$ cat config.mk
export PLATFORM = sky130hd
export DESIGN_NAME = gncs_row_buf
export DESIGN_NICKNAME = d
export VERILOG_FILES = /design/src/hw/rtl/gncs_pkg.sv /design/src/hw/rtl/gncs_row_buf.sv
export SDC_FILE = /design/constraint.sdc
export NUM_CORES = 1
export LEC_CHECK = 0
export BUFFER_PORTS_ARGS = -buffer_cell sky130_fd_sc_hd__buf_4
export CAP_MARGIN = 30
export CORE_MARGIN = 5
export CORE_UTILIZATION = 45
export CTS_CLUSTER_SIZE = 12
export DETAILED_ROUTE_END_ITERATION = 7
export GPL_TIMING_DRIVEN = 1
export PLACE_DENSITY_LB_ADDON = 0.25
export SLEW_MARGIN = 10
export SYNTH_ARGS = -nofsm -noshare
export SYNTH_HDL_FRONTEND = slang
export SYNTH_SLANG_ARGS = --single-unit
$ cat constraint.sdc
create_clock -name clk -period 2.5 [get_ports clk]
set_clock_uncertainty 0.2 [all_clocks]
set_input_delay 0.5 -clock clk [delete_from_list [all_inputs] [get_ports clk]]
set_output_delay 0.5 -clock clk [all_outputs]
set_load 0.01 [all_outputs]
$ cat src/hw/rtl/gncs_pkg.sv
package gncs_pkg;

  localparam int DEF_MAX_WIDTH  = 64;
  localparam int DEF_NUM_COLORS = 32;
  localparam int DEF_ENTRY_BITS = 16;

  localparam int HEIGHT_LIMIT = 64;
  localparam int ROW_W        = 6;
  localparam int HGT_W        = 7;
  localparam int WID_CMP_W    = 11;
  localparam int REG_W        = 7;
  localparam int LABEL_W      = 5;
  localparam int LABEL_CODES  = 32;
  localparam int SCORE_W      = 32;
  localparam int ADDR_W       = 3;
  localparam int DATA_W       = 32;

  localparam logic [REG_W-1:0] GRID_WIDTH_RST  = 7'd8;
  localparam logic [REG_W-1:0] GRID_HEIGHT_RST = 7'd8;

  localparam logic REG_GRID_WIDTH  = 1'b0;
  localparam logic REG_GRID_HEIGHT = 1'b1;

  localparam logic OP_TABLE = 1'b0;
  localparam logic OP_CELL  = 1'b1;

  localparam int RD_CC  = 0;
  localparam int RD_C0  = 1;
  localparam int RD_CL  = 2;
  localparam int RD_LC  = 3;
  localparam int RD_CUL = 4;
  localparam int RD_ULC = 5;
  localparam int RD_CU  = 6;
  localparam int RD_UC  = 7;
  localparam int RD_CUR = 8;
  localparam int RD_URC = 9;
  localparam int NUM_RD = 10;

  typedef struct packed {
    logic             left_in;
    logic             ul_in;
    logic             up_in;
    logic             ur_in;
    logic [3:0]       out_cnt;
    logic             last;
  } nbr_flags_t;

  typedef struct packed {
    logic [WID_CMP_W-1:0] eff_w;
    logic [HGT_W-1:0]     eff_h;
    logic                 restart;
  } cfg_ctrl_t;

endpackage

$ cat src/hw/rtl/gncs_row_buf.sv
module gncs_row_buf import gncs_pkg::*; #(
  parameter int MAX_WIDTH = DEF_MAX_WIDTH,
  parameter int COL_W     = (MAX_WIDTH > 1) ? $clog2(MAX_WIDTH) : 1
) (
  input  logic               clk,
  input  logic               we,
  input  logic [COL_W-1:0]   waddr,
  input  logic [LABEL_W-1:0] wdata,
  input  logic [COL_W-1:0]   raddr0,
  input  logic [COL_W-1:0]   raddr1,
  output logic [LABEL_W-1:0] rdata0,
  output logic [LABEL_W-1:0] rdata1
);

  logic [LABEL_W-1:0] mem [MAX_WIDTH];

  // write-first on a same-address read
  always_ff @(posedge clk) begin
    if (we) begin
      mem[waddr] <= wdata;
    end
    rdata0 <= (we && (waddr == raddr0)) ? wdata : mem[raddr0];
    rdata1 <= (we && (waddr == raddr1)) ? wdata : mem[raddr1];
  end

endmodule

==> results.cfg <==
[layout]
number_of_flip_flops_in_the_largest_register = 320
layout.cell_area.non_filler_sq_um = 19300
layout.nets = 1078
finish.utilization = 0.563
register_with_the_most_flip_flops = mem
n_antenna_cell = 0
drive_above_1_share = 0.454
syn_to_final_growth_pct = 24.4
biggestRegsByFlops = mem: 320 flops

[floorplan]
die_height_um = 196
die-width_um = 196
floorplan.initialDensity = 0.453
floorplan.die_area_sq_um = 38300
ioPinCount = 35
core.rowCount = 68
fp.coreArea_sq_um = 34300

[pwr]
net-switching-power_mw = 2.83
clock_share_of_power = 0.407
power.share.combinational = 0.102
powerDensity_nw_per_um2 = 652
cellInternalPower_mw = 9.77
sw_frac_of_total = 0.224
proportion_of_power_drawn_by_flip_flops_and_latches = 0.491
worst_case_vdd_ir_drop_mv = 0.426
leakagePower_nw = 6.51

[sta]
finalWorstSetupSlack_ns = -0.946
setup_viol = 10
setup_repair_after_global_routing_missed_its_margin = yes
worst-slew-pin-transition_ns = 0.751
totalNegativeSetupSlack_ns = -8.95
layout_worst_path_cycle_share = 1.38
hold_viol_final = 0
slew_viol_final = 0
maxSlewHeadroom = 0.499
final_period_minus_worst_setup_slack_ns = 3.45
max_freq_ghz = 0.290

[worst_setup_path]
slowest_stage = mux4_2
worst-path-max-fanout = 9
crit_required_ns = 1.80
startpoint_type = flip-flop
timing.critical_path.arrival_ns = 2.75
crit_path_end_kind = output pin
critPathMaxStageDelay_ns = 0.52
critical_path_class = flip-flop to output pin
critical_path.most_common_cell = mux4_2
worstPathCellList = buf_12 > mux4_2 > mux4_2 > o211ai_1 > o41ai_2 > buf_4

[placed_design]
place.gp.congestion = 0.924
placement_stage_cell_area_sq_um = 17700
detailedPlacementHpwl_mm = 29.7
pre_cts_slack_ns = -0.473
port-buffer-count = 34

[route]
drc = 0
wl_per_cell_um = 28.0
wirelength_mm = 43.0
drt-initial-drc-count = 1203
via_count = 9370
detail_route.first_pass.iterations = 6
viasPerCell = 6.10
drtAntennaViolNets = 0

[synth]
netlist_instances = 834
yosysUniqueCellTypes = 42
synth-seq-area-share = 0.634
syn_area_per_cell_sq_um = 18.6
number_of_flops_mapped_to_enable_cells_by_yosys = 320
synth_nets = 859
synth_largest_area_cell = edfxtp_1
synth_xor_xnor_area_share = 0
ys.flop_type = edfxtp_1
synth_mux_area_frac = 0.265
synth_most_common_cell = edfxtp_1
synth.area.top_cells = edfxtp_1, mux4_2, nor2_1
synthesis.yosys.warnings = 0
compound_gate_fraction_of_synth_area = 0.0300
synth_top_cells_by_count = edfxtp_1, mux4_2, nor2_1
main_combinational_cell_family_by_area_after_synthesis = multiplexers
post_synth_and_or_nand_nor_area_fraction = 0.0479
synthDominantCellAreaShare = 0.619
post_synth_fa_ha_maj_area_fraction = 0
ys_seq_elements = 332
synthesis.area_sq_um = 15500
asyncSetResetFlopFracSynth = 0

[global_routing]
grt_start_max_net_pins = 65
first_global_vias = 9471
wire_length_of_the_first_global_routing_pass_mm = 63.4
antenna_found_initial = 0
grt_usage = 0.226
grt_overflow_total = 0

[clock_network]
number_of_sinks_handled_by_clock_tree_synthesis = 332
cts_tree = built
htree_levels = 2
clockRootBuffer = clkbuf_16
cts_made_buffers = 37
clockBufferDepth = 3
cts.reportedPaths.clkPinSlew_ns = 0.06

[status]
run_status = finished, violations left
violated_checks = setup timing

[worst_hold_path]
timing.hold.worst_endpoint = mem[54][1]
hold_path.class = input pin to flip-flop
hold_depth = 3
hp-start = waddr[2]

[run]
cap_violations = 0
-- per-layer routing --
layer,GRT usage,wire [um],part of all wire,up-vias
met4,0.0768,1390,0.032,0
met5,0,0,0,-
li1,-,-,-,3953
met2,0.352,20600,0.48,490
met1,0.323,17000,0.39,4851
met3,0.0436,4040,0.094,76
-- repair_timing --
action                                  4_1_cts  5_1_grt
gates cloned                                  3        0
resized for setup                            33       14
hold buffers                                 12        0
endpoints found under the setup margin       10       10
pin swaps                                     5       12
buffers inserted                             12        1
hold endpoints to repair                     12        0
-- cell type report --
| cell class | count | area, sq um |
|---|---|---|
| fill | 2553 | 15000 |
| tap | 455 | 569 |
| clock inverter | 19 | 109 |
| inverter | 8 | 30.0 |
| clock buffer | 49 | 1030 |
| multi-input combinational | 431 | 5490 |
| sequential | 332 | 9860 |
| timing repair buffer | 243 | 2220 |
-- worst max-delay path: cells and delay by family, from the launching register on --
family,cells,cell delay (ns)
flip-flops,1,0.38
buffers and inverters,2,0.31
AO/OA/AOI/OAI,2,0.52
multiplexers,2,1.02
-- power by group through the flow --
stage	logic, mW	registers (mW)	clock network [mW]
floorplan	0.653	6.27	0
global placement	1.18	6.30	0
detailed placement	1.19	6.30	0
CTS	1.28	6.19	5.21
global route	1.36	6.19	5.44
finish	1.29	6.19	5.13
-- worst max path at each step --
| stage | to | slack, ns | cells after the start |
|---|---|---|---|
| global route | rdata1[4] | -1.01 | 6 |
| detailed placement | rdata1[4] | -0.47 | 6 |
| finish | rdata1[4] | -0.95 | 6 |
| floorplan | rdata0[4] | -0.04 | 6 |
| CTS | rdata1[4] | -0.99 | 6 |
| global placement | rdata1[4] | -0.46 | 6 |
-- cell usage in the layout (no fill, tap or decap), types with 8 or more instances in the layout --
master / instances
clkbuf_16: 39
buf_12: 21
nand3_1: 12
buf_4: 198
edfxtp_1: 320
nand2_1: 32
nor2b_1: 10
mux2i_1: 25
nand2b_1: 12
clkbuf_1: 8
dlygate4sd3_1: 12
o211ai_1: 8
clkinv_1: 14
mux4_2: 169
dfxtp_1: 8
nor2_1: 74
a21oi_1: 8
-- through the flow --
| stage | hold slack, ns | instances | total power [mW] |
|---|---|---|---|
| after detailed placement | 0.406 | 1441 | 7.49 |
| after floorplan | 0.328 | 834 | 6.93 |
| after CTS | 0.283 | 1536 | 12.7 |
| after global routing | 0.304 | 1537 | 13.0 |
| after global placement | 0.405 | 1441 | 7.48 |
| final | 0.300 | 1537 | 12.6 |
-- logic make-up after synthesis --
family          count (synthesis)
flops                         332
simple gates                  164
buf+inv                        71
compound gates                 68
mux                           199
Power figures use the tool's default switching activity.
