<file path="config.mk">
export PLATFORM = sky130hd
export DESIGN_NAME = gncs_cfg
export DESIGN_NICKNAME = d
export VERILOG_FILES = /design/src/hw/rtl/gncs_pkg.sv /design/src/hw/rtl/gncs_cfg.sv
export SDC_FILE = /design/constraint.sdc
export NUM_CORES = 1
export LEC_CHECK = 0
export BUFFER_PORTS_ARGS = -buffer_cell sky130_fd_sc_hd__buf_2
export CELL_PAD_IN_SITES_DETAIL_PLACEMENT = 1
export CELL_PAD_IN_SITES_GLOBAL_PLACEMENT = 1
export CORE_UTILIZATION = 22
export CTS_CLUSTER_DIAMETER = 150
export DETAILED_ROUTE_END_ITERATION = 12
export PLACE_DENSITY_LB_ADDON = 0.1
export SLEW_MARGIN = 30
export SYNTH_ARGS = -nofsm -noshare
export SYNTH_HDL_FRONTEND = slang
export SYNTH_SLANG_ARGS = --single-unit
export TNS_END_PERCENT = 10
</file>
<file path="constraint.sdc">
create_clock -name clk -period 0.8 [get_ports clk]
set_input_delay 0 -clock clk [delete_from_list [all_inputs] [get_ports clk]]
set_output_delay 0 -clock clk [all_outputs]
set_load 0.02 [all_outputs]
</file>
<file path="src/hw/rtl/gncs_pkg.sv">
package gncs_pkg;

  localparam int DEF_MAX_WIDTH  = 64;
  localparam int DEF_NUM_COLORS = 32;
  localparam int DEF_ENTRY_BITS = 16;

  localparam int HEIGHT_LIMIT = 64;
  localparam int ROW_W        = 6;
  localparam int HGT_W        = 7;
  localparam int WID_CMP_W    = 11;
  localparam int REG_W        = 7;
  localparam int LABEL_W      = 5;
  localparam int LABEL_CODES  = 32;
  localparam int SCORE_W      = 32;
  localparam int ADDR_W       = 3;
  localparam int DATA_W       = 32;

  localparam logic [REG_W-1:0] GRID_WIDTH_RST  = 7'd8;
  localparam logic [REG_W-1:0] GRID_HEIGHT_RST = 7'd8;

  localparam logic REG_GRID_WIDTH  = 1'b0;
  localparam logic REG_GRID_HEIGHT = 1'b1;

  localparam logic OP_TABLE = 1'b0;
  localparam logic OP_CELL  = 1'b1;

  localparam int RD_CC  = 0;
  localparam int RD_C0  = 1;
  localparam int RD_CL  = 2;
  localparam int RD_LC  = 3;
  localparam int RD_CUL = 4;
  localparam int RD_ULC = 5;
  localparam int RD_CU  = 6;
  localparam int RD_UC  = 7;
  localparam int RD_CUR = 8;
  localparam int RD_URC = 9;
  localparam int NUM_RD = 10;

  typedef struct packed {
    logic             left_in;
    logic             ul_in;
    logic             up_in;
    logic             ur_in;
    logic [3:0]       out_cnt;
    logic             last;
  } nbr_flags_t;

  typedef struct packed {
    logic [WID_CMP_W-1:0] eff_w;
    logic [HGT_W-1:0]     eff_h;
    logic                 restart;
  } cfg_ctrl_t;

endpackage

</file>
<file path="src/hw/rtl/gncs_cfg.sv">
module gncs_cfg import gncs_pkg::*; #(
  parameter int MAX_WIDTH = DEF_MAX_WIDTH
) (
  input  logic              clk,
  input  logic              rst_n,
  input  logic              psel,
  input  logic              penable,
  input  logic              pwrite,
  input  logic [ADDR_W-1:0] paddr,
  input  logic [DATA_W-1:0] pwdata,
  output logic [DATA_W-1:0] prdata,
  output logic              pready,
  output cfg_ctrl_t         ctrl
);

  logic [REG_W-1:0] width_r;
  logic [REG_W-1:0] height_r;
  logic             wr_en;

  assign pready = 1'b1;
  assign wr_en  = psel && penable && pwrite;

  always_ff @(posedge clk) begin
    if (!rst_n) begin
      width_r  <= GRID_WIDTH_RST;
      height_r <= GRID_HEIGHT_RST;
    end else if (wr_en) begin
      unique case (paddr[2])
        REG_GRID_WIDTH:  width_r  <= pwdata[REG_W-1:0];
        REG_GRID_HEIGHT: height_r <= pwdata[REG_W-1:0];
      endcase
    end
  end

  always_comb begin
    unique case (paddr[2])
      REG_GRID_WIDTH:  prdata = DATA_W'(width_r);
      REG_GRID_HEIGHT: prdata = DATA_W'(height_r);
    endcase
  end

  always_comb begin
    ctrl.restart = wr_en;
    if (width_r == '0) begin
      ctrl.eff_w = WID_CMP_W'(1);
    end else if (WID_CMP_W'(width_r) > WID_CMP_W'(MAX_WIDTH)) begin
      ctrl.eff_w = WID_CMP_W'(MAX_WIDTH);
    end else begin
      ctrl.eff_w = WID_CMP_W'(width_r);
    end
    if (height_r == '0) begin
      ctrl.eff_h = HGT_W'(1);
    end else if (height_r > HGT_W'(HEIGHT_LIMIT)) begin
      ctrl.eff_h = HGT_W'(HEIGHT_LIMIT);
    end else begin
      ctrl.eff_h = height_r;
    end
  end

endmodule

</file>
==> results.yml <==
die:
  rows: 24
  die_area_mm2: 0.00499
  start_util_pct: 23.3
  die_w_um: 70.7
  pin_count: 92
  core_area_mm2: 0.00444
  die_h_um: 70.7
clock_tree:
  clk_latency_ns: 0.24
  clockBufferDepth: 2
  cts_inserted_buffers: 3
  root_buffer: "clkbuf_8"
  cts.sinks: 14
  clk_pin_slew_ns: 0.06
  cts_max_level: 1
  cts_tree: "built"
  hold_buffers: 0
hold_path:
  holdCritStartpoint: "pwdata[5]"
  whs_path_depth: 3
  hold_path_end: "width_r[5]$_SDFFE_PN0P_"
  min-delay-path-class: "input pin to flip-flop"
synthesis:
  yosysWarnings: 0
  ys_types: 15
  yosysSeqAreaShare_pct: 27.0
  netlist_instances: 116
  syn-cell-area_mm2: 0.00104
  synthTopCellsByArea: "dfxtp_1 (27%), buf_4 (22%), mux2i_1 (14%), nor2b_1 (7.8%), mux2_2 (7.6%)"
  synth.largest_area_cell: "dfxtp_1"
  synth_top_cell_area_share_pct: 27.0
  syn_area_per_cell_um2: 8.94
  synth_seq_cells: 14
routing:
  drc: 8
  wl_per_cell_um: 12.7
  viasPerCell: 3.85
  first_pass_iters: 8
  final_antenna_net_count: 0
  wirelength_um: 2700
  via_count: 817
  drtIter0Drc: 22
run_status:
  violations: "design-rule violations, negative setup slack"
  status: "finished with violations"
global_routing:
  grt_start_max_net_pins: 9
  grt_use_total_pct: 10.9
  overflow: 0
  antenna_found_initial: 0
  grt_pass1_vias: 843
  grt_pass1_wl_um: 4150
placement:
  dp_hpwl_um: 2140
  io_buffer_count: 34
  pre_cts_ws_ns: -0.325
  place.gp.congestion: 0.725
  place_area_mm2: 0.00126
sta:
  fin_ws_ns: -0.543
  hold_viol_final: 0
  period_needed_ns: 1.34
  skew_ns: 0
  setup_tns_ns: -5.02
  finalMaxSlewViolations: 0
  post-route-period-util_pct: 168
  setup_violations: 22
  max_freq_ghz: 0.745
  grt_setup_unrepaired: "yes"
worst_setup_path:
  crit_path_top_delay_cell: "or3_4"
  crit_fanout: 2
  startpoint_type: "flip-flop"
  r2r-end: "width_r[1]$_SDFFE_PN0P_"
  worstSetupPathType: "flip-flop to primary output"
  cp.required_ns: 0.80
  r2r_setup_slack_ns: -0.03
  critPathLaunch: "width_r[1]$_SDFFE_PN0P_"
  slowest_delay_ns: 0.39
  timing.rr.start: "width_r[1]$_SDFFE_PN0P_"
  arrival_ns: 1.34
  cp-end-kind: "primary output"
  crit_chain: "or3_4, o41ai_4, buf_4"
  r2r_cells: 4
layout:
  fin_area_mm2: 0.00151
  nNetsFinal: 201
  area_growth_pct: 45.1
  final_core_utilization_pct: 33.9
  diodes: 0
  drive_above_1_share_pct: 55.0
pwr:
  total_power_mw: 1.86
  powerDensity_mw_per_mm2: 1240
  worst_ir_drop_vdd_mv: 0.410
  power.static_leakage_nw: 0.771
run:
  drv_cap: 0
[per-layer routing]
layer | global-route usage (%) | part of all wire, % | vias up
met3 | 2.42 | 5.3 | 2
met4 | 4.00 | 0.52 | 0
met2 | 18.8 | 49 | 34
li1 | - | - | 399
met5 | 0 | 0 | -
met1 | 13.5 | 45 | 382
[synth_stat cells]
cell and number:
nand2b_1 2, buf_4 31, clkbuf_1 5, and3_1 1, nand4b_4 1, buf_6 3, conb_1 2, mux2i_1 14
and4_1 1, nand2_1 18, mux2_2 7, or3_1 2, dfxtp_1 14, nor2b_1 13, o41ai_2 2
[layout by cell type (no fill, tap or decap), drive strengths merged]
cell	synthesis	final
mux2	7	7
conb	2	30
and4	1	1
buf	34	51
mux2i	14	14
and3	1	1
or3	2	2
nand2	18	18
clkbuf	5	4
nand2b	2	2
dfxtp	14	14
o41ai	2	2
nand4b	1	1
nor2b	13	13
[sequential cells by signal (all words and copies together) (netlist names)]
name and cells:
height_r 7, width_r 7
[cell families after synthesis]
family | count (synthesis) | share of synthesized area (%)
buf+inv | 39 | 27.5
simple gates | 38 | 20.5
mux | 21 | 21.1
flops | 14 | 27.0
compound gates | 2 | 3.14
other cells | 2 | 0.724
[through the flow]
step | instances | hold WS, ns
6_report | 212 | 0.0218
5_1_grt | 212 | 0.0237
4_1_cts | 211 | 0.0237
3_5_place_dp | 207 | 0.286
3_3_place_gp | 207 | 0.279
2_1_floorplan | 144 | 0.162
[worst max path at each step]
stage / end / slack, ns / cells past startpoint
final: ctrl[8] / -0.54 / 3
after global routing: ctrl[1] / -0.61 / 3
after CTS: ctrl[8] / -0.56 / 3
after detailed placement: ctrl[1] / -0.33 / 3
after global placement: ctrl[1] / -0.33 / 3
after floorplan: ctrl[8] / -0.25 / 2
[power breakdown]
group          total (mW)  switching (mW)  internal [mW]
clock               0.698           0.262          0.436
combinational       0.435           0.273          0.162
sequential          0.729          0.0190          0.710
[critical path, delay by kind of cell (launching register included)]
kind            cells  cell delay (ns)
buf+inv             1             0.19
flops               1             0.32
simple gates        1             0.39
compound gates      1             0.20
[repair_timing]
action | CTS | global route
buffers inserted | 0 | 1
endpoints found under the setup margin | 23 | 23
gates resized for setup | 29 | 34
[cell type report]
class	count	area, µm²
clock buffers	4	55.1
flip-flops and latches	14	300
repair buffers	51	424
well taps	52	65.1
multi-input cells	91	661
fillers	521	2940
(Power assumes the default switching activity.)
