==> src/hw/rtl/gncs_pkg.sv <==
package gncs_pkg;

  localparam int DEF_MAX_WIDTH  = 64;
  localparam int DEF_NUM_COLORS = 32;
  localparam int DEF_ENTRY_BITS = 16;

  localparam int HEIGHT_LIMIT = 64;
  localparam int ROW_W        = 6;
  localparam int HGT_W        = 7;
  localparam int WID_CMP_W    = 11;
  localparam int REG_W        = 7;
  localparam int LABEL_W      = 5;
  localparam int LABEL_CODES  = 32;
  localparam int SCORE_W      = 32;
  localparam int ADDR_W       = 3;
  localparam int DATA_W       = 32;

  localparam logic [REG_W-1:0] GRID_WIDTH_RST  = 7'd8;
  localparam logic [REG_W-1:0] GRID_HEIGHT_RST = 7'd8;

  localparam logic REG_GRID_WIDTH  = 1'b0;
  localparam logic REG_GRID_HEIGHT = 1'b1;

  localparam logic OP_TABLE = 1'b0;
  localparam logic OP_CELL  = 1'b1;

  localparam int RD_CC  = 0;
  localparam int RD_C0  = 1;
  localparam int RD_CL  = 2;
  localparam int RD_LC  = 3;
  localparam int RD_CUL = 4;
  localparam int RD_ULC = 5;
  localparam int RD_CU  = 6;
  localparam int RD_UC  = 7;
  localparam int RD_CUR = 8;
  localparam int RD_URC = 9;
  localparam int NUM_RD = 10;

  typedef struct packed {
    logic             left_in;
    logic             ul_in;
    logic             up_in;
    logic             ur_in;
    logic [3:0]       out_cnt;
    logic             last;
  } nbr_flags_t;

  typedef struct packed {
    logic [WID_CMP_W-1:0] eff_w;
    logic [HGT_W-1:0]     eff_h;
    logic                 restart;
  } cfg_ctrl_t;

endpackage

==> src/hw/rtl/gncs_cell_sum.sv <==
module gncs_cell_sum import gncs_pkg::*; #(
  parameter int ENTRY_BITS = DEF_ENTRY_BITS,
  parameter int SUM_W      = ENTRY_BITS + 5
) (
  input  nbr_flags_t            flags,
  input  logic [ENTRY_BITS-1:0] rd [NUM_RD],
  output logic [SUM_W-1:0]      cell_sum
);

  logic [SUM_W-1:0] edge_part;
  logic [SUM_W-1:0] pair_l;
  logic [SUM_W-1:0] pair_ul;
  logic [SUM_W-1:0] pair_u;
  logic [SUM_W-1:0] pair_ur;

  always_comb begin
    edge_part = SUM_W'(rd[RD_C0]) * SUM_W'(flags.out_cnt);
    pair_l    = flags.left_in ? SUM_W'(rd[RD_CL]) + SUM_W'(rd[RD_LC]) : '0;
    pair_ul   = flags.ul_in ? SUM_W'(rd[RD_CUL]) + SUM_W'(rd[RD_ULC]) : '0;
    pair_u    = flags.up_in ? SUM_W'(rd[RD_CU]) + SUM_W'(rd[RD_UC]) : '0;
    pair_ur   = flags.ur_in ? SUM_W'(rd[RD_CUR]) + SUM_W'(rd[RD_URC]) : '0;
    cell_sum  = SUM_W'(rd[RD_CC]) + edge_part + pair_l + pair_ul + pair_u + pair_ur;
  end

endmodule

==> config.mk <==
export PLATFORM = sky130hd
export DESIGN_NAME = gncs_cell_sum
export DESIGN_NICKNAME = d
export VERILOG_FILES = /design/src/hw/rtl/gncs_pkg.sv /design/src/hw/rtl/gncs_cell_sum.sv
export SDC_FILE = /design/constraint.sdc
export NUM_CORES = 1
export LEC_CHECK = 0
export ABC_AREA = 1
export BUFFER_PORTS_ARGS = -buffer_cell sky130_fd_sc_hd__clkbuf_2
export CORE_MARGIN = 2
export CORE_UTILIZATION = 52
export DETAILED_ROUTE_END_ITERATION = 10
export PLACE_DENSITY = 0.78
export SLEW_MARGIN = 20
export SYNTH_ARGS = -nofsm -noshare
export SYNTH_HDL_FRONTEND = slang
export SYNTH_SLANG_ARGS = --single-unit
==> constraint.sdc <==
create_clock -name vclk -period 5
set_clock_uncertainty 0.15 [all_clocks]
set_input_delay 0.25 -clock vclk [all_inputs]
set_output_delay 0.25 -clock vclk [all_outputs]
set_load 0.1 [all_outputs]
==> results of run 1 <==
## per-stage QoR
| step | setup TNS, ns | area, um^2 |
|---|---|---|
| finish | -4.79 | 12700 |
| global route | -7.31 | 12700 |
| floorplan | -0.372 | 8770 |
| detailed placement | -5.58 | 11300 |
| global placement | -4.18 | 11300 |
| CTS | -3.55 | 11800 |
## layout by cell type, fill, tap and decap left out, drive strengths merged
cell type and instances:
a211oi 1, a21o 2, a21oi 75, and2 8, buf 183, clkbuf 164, diode 1, fa 115
ha 96, inv 353, nand2 441, nand3 90, nand3b 13, nand4 7, nor2 65, nor3 15
nor4 1, o21ai 27, o21bai 4, or2 9, xnor2 5, xor2 6
## final cells by class
class,count,area [um^2]
fill,1072,3060
multi-input combinational,980,8550
inverter,353,1330
timing repair buffer,347,2500
tap,216,270
antenna,1,2.50
## metal layers
| layer | vias up | global-route usage (%) | routed length, um |
|---|---|---|---|
| met4 | 0 | 8.41 | 1530 |
| li1 | 4702 | - | - |
| met2 | 497 | 58.9 | 14300 |
| met1 | 4541 | 38.8 | 10900 |
| met3 | 122 | 2.13 | 1920 |
| met5 | - | 0 | 0 |
## critical path, delay by kind of cell
family	cells	cell delay [ns]
compound gates	1	0.21
xor+xnor	1	0.15
fa+ha+maj	7	2.86
buf+inv	8	0.71
simple gates	9	0.80
## final timing paths
check	to	slack, ns
worst min-delay path	cell_sum[0]	1.19
worst max-delay path	cell_sum[12]	-0.41
## logic make-up after synthesis
group	after synthesis	share of synthesized area [%]
compound gates	109	6.89
xor+xnor	11	1.16
fa+ha+maj	211	42.3
buf+inv	365	16.6
simple gates	649	33.1
## what timing repair did
action	in CTS	in global routing
endpoints found under the setup margin	16	17
hold buffers	0	0
buffers inserted	4	13
gates resized for setup	104	191
pin swaps	55	93
==> reports/qor.csv, run 1 <==
stage;metric;value;unit
timing;final_hold_viol_count;0;
cells_and_area;syn_to_final_growth;52.9;%
timing;rsz0062_at_grt;true;
timing;tightestPinTransition;0.540;ns
routing;antenna_left;0;
grt;antenna_found_initial;0;
placed_design;dpl.hpwl;22500;um
placed_design;globalplace.congestion;0.959;
setup_path;crit_path_top_delay_cell;fa_1;
routing;dr.pass1.iters;7;
hold_path;worstHoldStart;rd[144];
routing;vias;9862;
timing;fmax;185;MHz
die;fp.dieArea;16900;um^2
synthesis;yosysWarnings;0;
synthesis;synth_cell_types;28;
cells_and_area;utilization;80.5;%
die;die_y;130;um
setup_path;start_kind;primary input;
synthesis;syn_inst;1345;
synthesis;yosysMostFrequentCell;nand2_1;
die;pin_count;190;
routing;via_per_inst;5.20;
cells_and_area;nets;2062;
cells_and_area;drive_gt1_share;38.4;%
placed_design;place_inst;1884;
setup_path;arrival;5.01;ns
timing;period_needed;5.41;ns
die;die_w;130;um
hold_path;hold_depth;4;
placed_design;dp_slack;-0.440;ns
synthesis;synth_largest_area_cell;fa_1;
synthesis;seq_area_frac_synth;0;%
routing;wirelength;28600;um
synthesis;synth_nets;1725;
hold_path;hold_path.class;in2out;
die;row_count;46;
grt;grt_first_pass_wirelength;42900;um
routing;remaining_drc_errors;0;
setup_path;cp-end-kind;output pin;
synthesis;yosys-top-cells-count;nand2_1, inv_1, fa_1;
cells_and_area;nClkBuffers;0;
routing;drtIter0Drc;674;
placed_design;portBuffers;189;
grt;grt.total_usage;31.4;%
synthesis;synth_area_per_cell;6.15;um^2
routing;wl_per_cell;15.1;um
grt;grt_max_degree;17;
cells_and_area;seqCellArea;0;um^2
setup_path;path_class;in2out;
status;outcome;complete, but fails checks;
grt;grt_pass1_vias;9489;
timing;holdWs;1.19;ns
synthesis;post-synth-top-area-fraction;27.8;%
setup_path;critPathMaxStageDelay;0.57;ns
grt;overflow;0;
die;coreArea;15700;um^2
cells_and_area;seq_cells;0;
timing;finalCritPeriodShare;108;%
setup_path;crit_required;4.60;ns
timing;finalSetupViolCount;16;
timing;worst_slack;-0.414;ns
flow_run;maxCapViolCount;0;
synthesis;synthTopCellsByArea;fa_1, nand2_1, inv_1, ha_1, nand3_1;
synthesis;syn_area;8280;um^2
timing;slew_violations;0;
cells_and_area;final_cells;1897;
setup_path;critPathLaunch;rd[80];
setup_path;path_max_fanout;4;
timing;relSlewSlack;64.1;%
status;violations;setup timing;
die;start_util;52.7;%
Power of run 1 is not shown: default switching activity piles up to over one toggle a cycle in this logic, so the estimate is an artifact.
==> inputs of run 2 (changes only) <==
==> constraint.sdc (replaced) <==
create_clock -name vclk -period 5
set_clock_uncertainty 0.15 [all_clocks]
set_input_delay 0.75 -clock vclk [all_inputs]
set_output_delay 0.75 -clock vclk [all_outputs]
set_load 0.1 [all_outputs]
==> reports/qor.csv, run 2 (synthesis results as in run 1) <==
stage;metric;value;unit;change
cells_and_area;seq_cells;0;;unchanged
cells_and_area;syn_to_final_growth;64.9;%;
timing;finalCritPeriodShare;143;%;+35 points
timing;worst_slack;-2.15;ns;-1.73 ns
die;start_util;52.7;%;unchanged
timing;finalSetupViolCount;19;;+3
routing;drtIter0Drc;1554;;+130%
setup_path;critPathMaxStageDelay;0.57;ns;about the same
setup_path;path_class;in2out;;
cells_and_area;stdcell_area;13700;um^2;+7.9%
cells_and_area;nClkBuffers;0;;unchanged
cells_and_area;seqCellArea;0;um^2;unchanged
timing;final_hold_viol_count;0;;unchanged
placed_design;placed_area;11900;um^2;+5.3%
die;fp.dieArea;16900;um^2;unchanged
cells_and_area;nFillCells;794;;-26%
cells_and_area;mostFrequentLayoutCells;nand2_1, inv_1, buf_4, clkbuf_2, fa_1;;
timing;slew_violations;0;;unchanged
placed_design;place_inst;1919;;+1.9%
die;die_y;130;um;unchanged
timing;rsz0062_at_grt;true;;
status;outcome;complete, but fails checks;;
die;coreArea;15700;um^2;unchanged
grt;grt_max_degree;11;;-6
grt;grt.total_usage;36.1;%;+4.7 points
timing;relSlewSlack;37.5;%;-27 points
die;die_w;130;um;unchanged
grt;overflow;0;;unchanged
setup_path;cpMostUsedCell;inv_2;;
clock_network;hold_buffers;0;;unchanged
routing;via_per_inst;5.85;;+13%
hold_path;hold_depth;5;;+1
setup_path;cp-end-kind;output pin;;
placed_design;portBuffers;189;;unchanged
cells_and_area;drive_gt1_share;44.8;%;+6.4 points
cells_and_area;layout_commonest_cell;nand2_1;;
setup_path;critPathLaunch;rd[112];;
routing;wl_per_cell;20.8;um;+38%
timing;fmax;140;MHz;-24%
routing;antenna_left;0;;unchanged
grt;grt_first_pass_wirelength;48100;um;+12%
cells_and_area;nets;2103;;+2.0%
setup_path;crit_end;cell_sum[17];;
routing;remaining_drc_errors;1;;+1
timing;holdWs;2.16;ns;+0.970 ns
timing;period_needed;7.15;ns;+1.73 ns
die;row_count;46;;unchanged
cells_and_area;final_cells;1939;;+2.2%
setup_path;path_max_fanout;4;;unchanged
status;violations;DRC, setup timing;;
routing;dr.pass1.iters;11;;+4
hold_path;hold_path.class;in2out;;
die;pin_count;190;;unchanged
placed_design;dpl.hpwl;24000;um;+6.7%
grt;grt_pass1_vias;10446;;+10%
routing;vias;11351;;+15%
setup_path;arrival;6.25;ns;+1.24 ns
routing;wirelength;40400;um;+41%
setup_path;crit_required;4.10;ns;-0.50 ns
placed_design;dp_slack;-1.56;ns;-1.12 ns
grt;antenna_found_initial;8;;+8
placed_design;globalplace.congestion;0.963;;+0.38%
timing;tightestPinTransition;0.932;ns;+0.392 ns
setup_path;crit_path_top_delay_cell;fa_1;;
setup_path;start_kind;primary input;;
flow_run;maxCapViolCount;0;;unchanged
-- run 2: cell count changes in the layout (fill, tap and decap cells not counted), moves of 9 or more --
| cell | change |
|---|---|
| nor2_1 | -13 |
| nand2_2 | +16 |
| inv_2 | +15 |
| inv_1 | -19 |
| nor2_4 | +10 |
| nand2_4 | +15 |
| a21oi_2 | -13 |
| buf_4 | +31 |
| nand2_1 | -40 |
| nand2_8 | +9 |
-- run 2: through the flow --
step / util (%) / TNS (ns)
global route: 86.9 / -34.11
CTS: 81.9 / -20.04
global placement: 75.9 / -21.98
floorplan: - / -16.04
finish: 86.9 / -33.10
detailed placement: 75.9 / -23.34
-- run 2: worst min path at each step --
stage	startpoint	end	slack (ns)
final	rd[144]	cell_sum[1]	2.16
after detailed placement	rd[144]	cell_sum[1]	2.14
after floorplan	rd[144]	cell_sum[0]	2.05
after CTS	rd[144]	cell_sum[1]	2.15
after global placement	rd[144]	cell_sum[1]	2.09
after global routing	rd[144]	cell_sum[1]	2.21
-- run 2: cell type report --
type                       instances  area, um^2  share of cell area [%]
timing repair buffer             388        2890                    21.2
inverter                         353        1340                    9.79
multi-input combinational        980        9150                    67.0
tap                              216         270                    1.98
antenna                            2        5.00                  0.0367
-- run 2: repair_timing --
item | CTS | global route
gates resized for setup | 199 | 181
buffers inserted | 9 | 13
pin swaps | 93 | 106
endpoints found under the setup margin | 19 | 19
-- run 2: critical path, delay by kind of cell --
kind / cells / cell delay [ns]
adders and majority gates: 7 / 3.02
and+or+nand+nor: 13 / 1.51
buffers and inverters: 10 / 0.92
-- run 2: per-layer routing --
metal / routed length, um / global-route usage, % / part of all wire [%]
met2: 18000 / 66.1 / 45
met1: 12500 / 39.8 / 31
met5: 171 / 0 / 0.42
met4: 4540 / 19.1 / 11
met3: 5130 / 6.03 / 13
Power of run 2 is left out for the same reason.
==> inputs of run 3 (changes only) <==
PLACE_DENSITY = 0.75   (was 0.78)
clock period = 7.7 ns   (was 5 ns; I/O delays follow)
==> reports/qor.csv, run 3 (synthesis results as in run 1) <==
stage;metric;value;unit;change
setup_path;crit_buf_inv;7;;-3
routing;drtIter0Drc;410;;-74%
routing;wirelength;22300;um;-45%
grt;grt_first_pass_wirelength;37000;um;-23%
setup_path;cp-end-kind;output pin;;
timing;holdWs;3.00;ns;+0.844 ns
grt;overflow;0;;unchanged
timing;fmax;134;MHz;
hold_path;hold_path.class;in2out;;
cells_and_area;syn_to_final_growth;18.0;%;
die;die_w;130;um;unchanged
cells_and_area;seq_cells;0;;unchanged
die;pin_count;190;;unchanged
setup_path;path_max_fanout;4;;unchanged
setup_path;crit_family;adder cells;;
setup_path;arrival;6.15;ns;-0.10 ns
grt;grt_max_degree;17;;+6
routing;antenna_left;0;;unchanged
grt;antenna_found_initial;1;;-7
timing;slew_violations;0;;unchanged
routing;remaining_drc_errors;0;;-1
placed_design;globalplace.congestion;0.971;;+0.90%
timing;rsz0062_at_grt;false;;
setup_path;crit_required;6.39;ns;+2.29 ns
placed_design;dpl.hpwl;20400;um;-15%
routing;dr.pass1.iters;5;;-6
die;row_count;46;;unchanged
setup_path;cpMostUsedCell;fa_1;;
cells_and_area;nets;1907;;-9.3%
setup_path;critPathMaxStageDelay;0.54;ns;-0.03 ns
die;die_y;130;um;unchanged
timing;relSlewSlack;64.2;%;+27 points
cells_and_area;layout_commonest_cell;nand2_1;;
timing;tightestPinTransition;0.540;ns;-0.392 ns
timing;finalSetupViolCount;0;;-19
routing;via_per_inst;4.90;;-16%
die;fp.dieArea;16900;um^2;unchanged
cells_and_area;seqCellArea;0;um^2;unchanged
die;start_util;52.7;%;unchanged
routing;wl_per_cell;12.8;um;-39%
setup_path;start_kind;primary input;;
die;coreArea;15700;um^2;unchanged
cells_and_area;nClkBuffers;0;;unchanged
grt;grt.total_usage;27.1;%;-8.9 points
flow_run;maxCapViolCount;0;;unchanged
status;outcome;complete, no violations;;
cells_and_area;drive_gt1_share;15.3;%;-29 points
grt;grt_pass1_vias;8234;;-21%
cells_and_area;utilization;62.1;%;-25 points
timing;period_needed;7.46;ns;
routing;vias;8534;;-25%
placed_design;portBuffers;189;;unchanged
clock_network;cts_setup_buffers;0;;-9
cells_and_area;mostFrequentLayoutCells;nand2_1, inv_1, clkbuf_2, fa_1, ha_1;;
timing;finalCritPeriodShare;96.8;%;
timing;final_hold_viol_count;0;;unchanged
setup_path;path_class;in2out;;
setup_path;crit_path_top_delay_cell;fa_1;;
## run 3: stage by stage
stage	cell area [um^2]	instances	TNS [ns]	worst slack (ns)
2_1_floorplan	8320	1345	-0.110	-0.110
3_3_place_gp	9720	1741	0	0.226
3_5_place_dp	9720	1741	0	0.166
4_1_cts	9720	1741	0	0.153
5_1_grt	9760	1742	0	0.00118
6_report	9760	1742	0	0.244
## run 3: path summary, 6_finish.rpt
path,startpoint,to,slack (ns),cells past startpoint
min,rd[144],cell_sum[0],3.00,4
max,rd[32],cell_sum[18],0.24,25
## run 3: per-layer routing
layer | track usage [%] | up-vias | share of wire, %
li1 | - | 4389 | -
met3 | 1.76 | 32 | 5.4
met2 | 47.2 | 252 | 46
met1 | 36.7 | 3861 | 45
met4 | 7.34 | 0 | 3.1
met5 | 0 | - | 0
## run 3: what timing repair did
action | in CTS | in global routing
resized for setup | 0 | 15
hold buffers | 0 | 0
endpoints found under the setup margin | 0 | 11
## run 3: layout make-up
type	count	area [um^2]
diodes	1	2.50
fillers	1534	5950
inverters	353	1330
multi-input cells	980	6990
well taps	216	270
repair buffers	192	1180
Power of run 3 is left out for the same reason.
